### src/hw/rtl/mau_pkg.sv
// matrix arithmetic unit package: sizes, codes, state and control types
// no dependencies; used by the interfaces and every module of the block
`timescale 1ns / 1ps

package mau_pkg;

    localparam int MAX_DIM   = 16;
    localparam int IDX_W     = $clog2(MAX_DIM);
    localparam int ADDR_W    = 2 * IDX_W;
    localparam int DEPTH     = MAX_DIM * MAX_DIM;
    localparam int CNT_W     = $clog2(MAX_DIM + 1);
    localparam int DIM_W     = 5;
    localparam int DATA_W    = 32;
    localparam int CFG_IDX_W = 3;

    typedef enum logic [1:0] {
        OP_ADD     = 2'd0,
        OP_SUB     = 2'd1,
        OP_SCALE   = 2'd2,
        OP_PRODUCT = 2'd3
    } op_t;

    typedef enum logic [1:0] {
        MODE_WRITE_A = 2'd0,
        MODE_WRITE_B = 2'd1,
        MODE_COMPUTE = 2'd2
    } mode_t;

    typedef enum logic [1:0] {
        ST_OK    = 2'd0,
        ST_DIM   = 2'd1,
        ST_RANGE = 2'd2
    } status_t;

    typedef enum logic [1:0] {
        S_IDLE = 2'd0,
        S_RUN  = 2'd1,
        S_DONE = 2'd2
    } state_t;

    localparam logic [CFG_IDX_W-1:0] CFG_OPERATION = 3'd0;
    localparam logic [CFG_IDX_W-1:0] CFG_ROWS_A    = 3'd1;
    localparam logic [CFG_IDX_W-1:0] CFG_COLS_A    = 3'd2;
    localparam logic [CFG_IDX_W-1:0] CFG_ROWS_B    = 3'd3;
    localparam logic [CFG_IDX_W-1:0] CFG_COLS_B    = 3'd4;
    localparam logic [CFG_IDX_W-1:0] CFG_SCALAR    = 3'd5;

    typedef struct packed {
        logic clear;
        logic valid;
        op_t  op;
    } mac_ctrl_t;

    // dimensions above the store size saturate, zero stays zero
    function automatic logic [DIM_W-1:0] eff_dim(input logic [DIM_W-1:0] d);
        return (d > DIM_W'(MAX_DIM)) ? DIM_W'(MAX_DIM) : d;
    endfunction

endpackage

### src/hw/rtl/mau_mac.sv
// shared arithmetic unit: one add/subtract/multiply stage and an accumulator
// depends on mau_pkg for mac_ctrl_t and op_t
`timescale 1ns / 1ps

module mau_mac (
    input  logic                      clk,
    input  logic                      rst_n,
    input  mau_pkg::mac_ctrl_t        ctrl,
    input  logic [mau_pkg::DATA_W-1:0] a_data,
    input  logic [mau_pkg::DATA_W-1:0] b_data,
    input  logic [mau_pkg::DATA_W-1:0] scalar,
    output logic [mau_pkg::DATA_W-1:0] acc,
    output logic                      busy
);

    logic [mau_pkg::DATA_W-1:0] mul_b;
    logic [mau_pkg::DATA_W-1:0] prod;
    logic [mau_pkg::DATA_W-1:0] f_next;
    logic [mau_pkg::DATA_W-1:0] f_reg;
    logic                       f_valid_reg;
    logic [mau_pkg::DATA_W-1:0] acc_reg;

    assign mul_b = (ctrl.op == mau_pkg::OP_SCALE) ? scalar : b_data;
    assign prod  = a_data * mul_b;

    always_comb
    begin
        case (ctrl.op)
            mau_pkg::OP_ADD:  f_next = a_data + b_data;
            mau_pkg::OP_SUB:  f_next = a_data - b_data;
            default:          f_next = prod;
        endcase
    end

    always_ff @(posedge clk or negedge rst_n)
    begin
        if (!rst_n)
        begin
            f_valid_reg <= 1'b0;
            acc_reg     <= '0;
        end
        else
        begin
            f_valid_reg <= ctrl.valid;
            if (ctrl.clear)
                acc_reg <= '0;
            else if (f_valid_reg)
                acc_reg <= acc_reg + f_reg;
        end
    end

    always_ff @(posedge clk)
    begin
        if (ctrl.valid)
            f_reg <= f_next;
    end

    assign acc  = acc_reg;
    assign busy = f_valid_reg;

endmodule

### config.mk
export PLATFORM = sky130hd
export DESIGN_NAME = mau_mac
export DESIGN_NICKNAME = d
export VERILOG_FILES = /design/src/hw/rtl/mau_pkg.sv /design/src/hw/rtl/mau_mac.sv
export SDC_FILE = /design/constraint.sdc
export NUM_CORES = 2
export LEC_CHECK = 0
export ABC_AREA = 1
export BUFFER_PORTS_ARGS = -buffer_cell sky130_fd_sc_hd__buf_2
export CORE_ASPECT_RATIO = 0.75
export CORE_MARGIN = 2
export CORE_UTILIZATION = 55
export DETAILED_ROUTE_END_ITERATION = 10
export GPL_ROUTABILITY_DRIVEN = 0
export PLACE_DENSITY = 0.73
export SYNTH_ARGS = -nofsm -noshare
export SYNTH_HDL_FRONTEND = slang
export SYNTH_SLANG_ARGS = --single-unit
### constraint.sdc
create_clock -name clk -period 2.8 [get_ports clk]
set_input_delay 0.56 -clock clk [delete_from_list [all_inputs] [get_ports clk]]
set_output_delay 0.56 -clock clk [all_outputs]
set_load 0.01 [all_outputs]
==> results.py <==
metrics = {
    "finish": {
        "syn_to_final_growth_pct": 35.5,
        "drive_above_1_share_pct": 29.9,
        "nFillCells": 2742,
        "fin_util_pct": 75.5,
        "final_nets": 4356,
    },
    "timing": {
        "slew_headroom_pct": 40.0,
        "tightest_slew_ns": 0.900,
        "setup_ws_ns": -4.47,
        "finalCritPeriodShare_pct": 259,
        "fin_skew_ns": 0.0118,
        "finalCriticalPeriod_ns": 7.27,
        "setup_violations": 29,
        "fmax_mhz": 138,
        "drv_slew": 0,
        "rsz0062_at_grt": "true",
        "finalHoldViolCount": 0,
    },
    "yosys": {
        "syn_area_um2": 22600,
        "synth.yosys.warnings": 0,
        "synth.distinct_cells": 58,
        "syn-instance-count": 3017,
        "synth-edff-count": 32,
        "synthArstFlopShare_pct": 50.8,
        "synth_area_per_cell_um2": 7.51,
        "ys_seq_elements": 65,
        "syn-num-nets": 3715,
        "ys.flop_type": "dfrtp_1",
        "ys_seq_area_share_pct": 7.89,
    },
    "detailed_routing": {
        "drtPass1Iterations": 7,
        "drt_iter0_markers": 3237,
        "drc": 0,
        "antenna_left": 0,
        "vias": 24700,
        "viasPerCell": 5.89,
        "wirelength_um": 93800,
        "routedWlPerCell_um": 22.4,
    },
    "clock_network": {
        "cts_buffer_depth": 2,
        "clkTransAtPathRegs_ns": 0.06,
        "cts_sinks": 65,
        "cts_root_buf": "clkbuf_16",
        "cts_tree": "done",
        "h-tree-depth": 3,
        "clock_latency_ns": 0.34,
        "cts_buffers": 9,
    },
    "setup_path": {
        "path_buf_inv": 12,
        "crit_family": "adder cells",
        "critPathArrivalTime_ns": 7.32,
        "slowest_delay_ns": 0.62,
        "worstPathMaxFanout": 7,
        "worstSetupEndpointType": "flip-flop",
        "critPathKind": "primary input to flip-flop",
        "required_ns": 2.85,
        "cp-start-kind": "primary input",
        "critPathSlowestCell": "fa_1",
    },
    "floorplan": {
        "coreArea_um2": 40700,
        "initial_core_util_pct": 55.7,
        "die_w_um": 238,
        "dieArea_um2": 42800,
        "num_rows": 64,
        "io_pins": 135,
        "die_y_um": 180,
    },
    "global_route": {
        "grt-ovfl-total": 0,
        "antenna_found_initial": 4,
        "grt_max_degree": 43,
        "grt_pass1_vias": 24700,
        "grt_use_total_pct": 42.4,
        "grt_pass1_wl_um": 138000,
    },
    "status": {
        "status": "finished with violations",
        "violations": "negative setup slack",
    },
    "min_path": {
        "min_path_type": "primary input to async pin",
    },
    "placement": {
        "port_buffers": 134,
        "dp_hpwl_um": 74100,
    },
    "flow_run": {
        "maxCapViolCount": 0,
    },
}
[routing by layer]
metal	share of wire (%)	up-vias	track usage, %
li1	-	10500	-
met1	36	11700	56.7
met2	42	1994	62.1
met3	16	486	15.1
met4	6.3	8	18.9
met5	0.059	-	0
[timing repair]
action	in CTS	in global routing
endpoints found under the setup margin	30	37
pin swaps	116	84
gates resized for setup	266	117
gates cloned	2	1
hold buffers	0	0
setup buffers	48	15
[cells by family (layout without fill, tap and decap cells)]
logic type / count (synthesis) / count (layout) / share of synthesized area (%)
compound gates: 358 / 358 / 9.02
xor+xnor: 62 / 62 / 2.40
fa+ha+maj: 596 / 596 / 46.5
buf+inv: 708 / 1353 / 12.1
flops: 65 / 65 / 7.89
other cells: 0 / 3 / 0
simple gates: 1228 / 1229 / 22.1
[Yosys cell counts, drive strengths merged (7+ instances only)]
library cell  number  area share (%)
a21o              16            0.53
a31oi             17            0.47
nand3b             7            0.23
fa               410              36
o211ai             7            0.23
a21oi            147             3.2
o21bai            10            0.35
ha               186              10
xor2              44             1.7
edfxtp            32             4.2
buf               15            0.56
clkbuf            73             1.2
inv              612              10
nor2             435             7.3
nand3             91             2.2
nor4               7            0.22
nand4             14            0.39
nor3              17            0.40
dfrtp             33             3.6
xnor2             18            0.70
nand2            651              11
clkinv             8            0.13
o21ai            134             3.2
[stage by stage]
step / setup WS (ns) / setup TNS [ns] / instances / hold slack, ns / instance area, um^2
CTS: -4.15 / -98.75 / 4176 / 0.341 / 30100
global route: -4.53 / -108.51 / 4191 / 0.388 / 30700
detailed placement: -4.81 / -116.33 / 4113 / 0.493 / 28200
finish: -4.47 / -106.55 / 4194 / 0.338 / 30700
global placement: -4.55 / -112.57 / 4113 / 0.491 / 28200
floorplan: -4.10 / -91.64 / 3017 / 0.264 / 23200
[cell type report]
class                   count  area (um^2)  area share (%)
multi-input cells        2245        19800            64.5
repair buffers            717         5730            18.7
inverters                 620         2390            7.79
flip-flops and latches     65         1790            5.82
well taps                 528          661            2.15
clock buffers              11          243           0.791
clock inverters             5         78.8           0.257
diodes                      3         7.51          0.0245
[path summary, 6_finish.rpt]
kind	from	endpoint	slack [ns]	cells after the start
setup / recovery	ctrl[0]	f_reg[26]	-4.47	35
hold / removal	rst_n	acc[2]	0.34	1
setup reg to reg	acc[15]	acc[28]	0.04	12
hold reg to reg	acc[17]	acc[17]	0.51	2
max in group asynchronous	rst_n	acc[28]	1.91	1
min in group clk	ctrl[3]	acc[6]	0.48	2
[placed cells by master (no fill, tap or decap), drive strengths merged, types with 2 or more instances in the layout]
master | Yosys | final
bufinv | 0 | 2
nor3 | 17 | 17
a31o | 2 | 2
nor2 | 435 | 435
xor2 | 44 | 44
o211ai | 7 | 7
diode | 0 | 3
ha | 186 | 186
nand3b | 7 | 7
a211oi | 2 | 2
a22o | 2 | 2
nand3 | 91 | 91
nand4 | 14 | 14
o21a | 3 | 3
o21ai | 134 | 134
a21oi | 147 | 147
or2 | 4 | 4
fa | 410 | 410
xnor2 | 18 | 18
a31oi | 17 | 17
clkbuf | 73 | 12
a21boi | 4 | 4
nand2 | 651 | 652
buf | 15 | 716
dfrtp | 33 | 33
a21o | 16 | 16
clkinv | 8 | 10
edfxtp | 32 | 32
inv | 612 | 611
o31ai | 4 | 4
a32o | 3 | 3
nor4 | 7 | 7
o21bai | 10 | 10
clkinvlp | 0 | 2
Power is left out: the tool's default activity adds up to more than one toggle a clock period on the data nets, which glitch-free logic cannot reach.
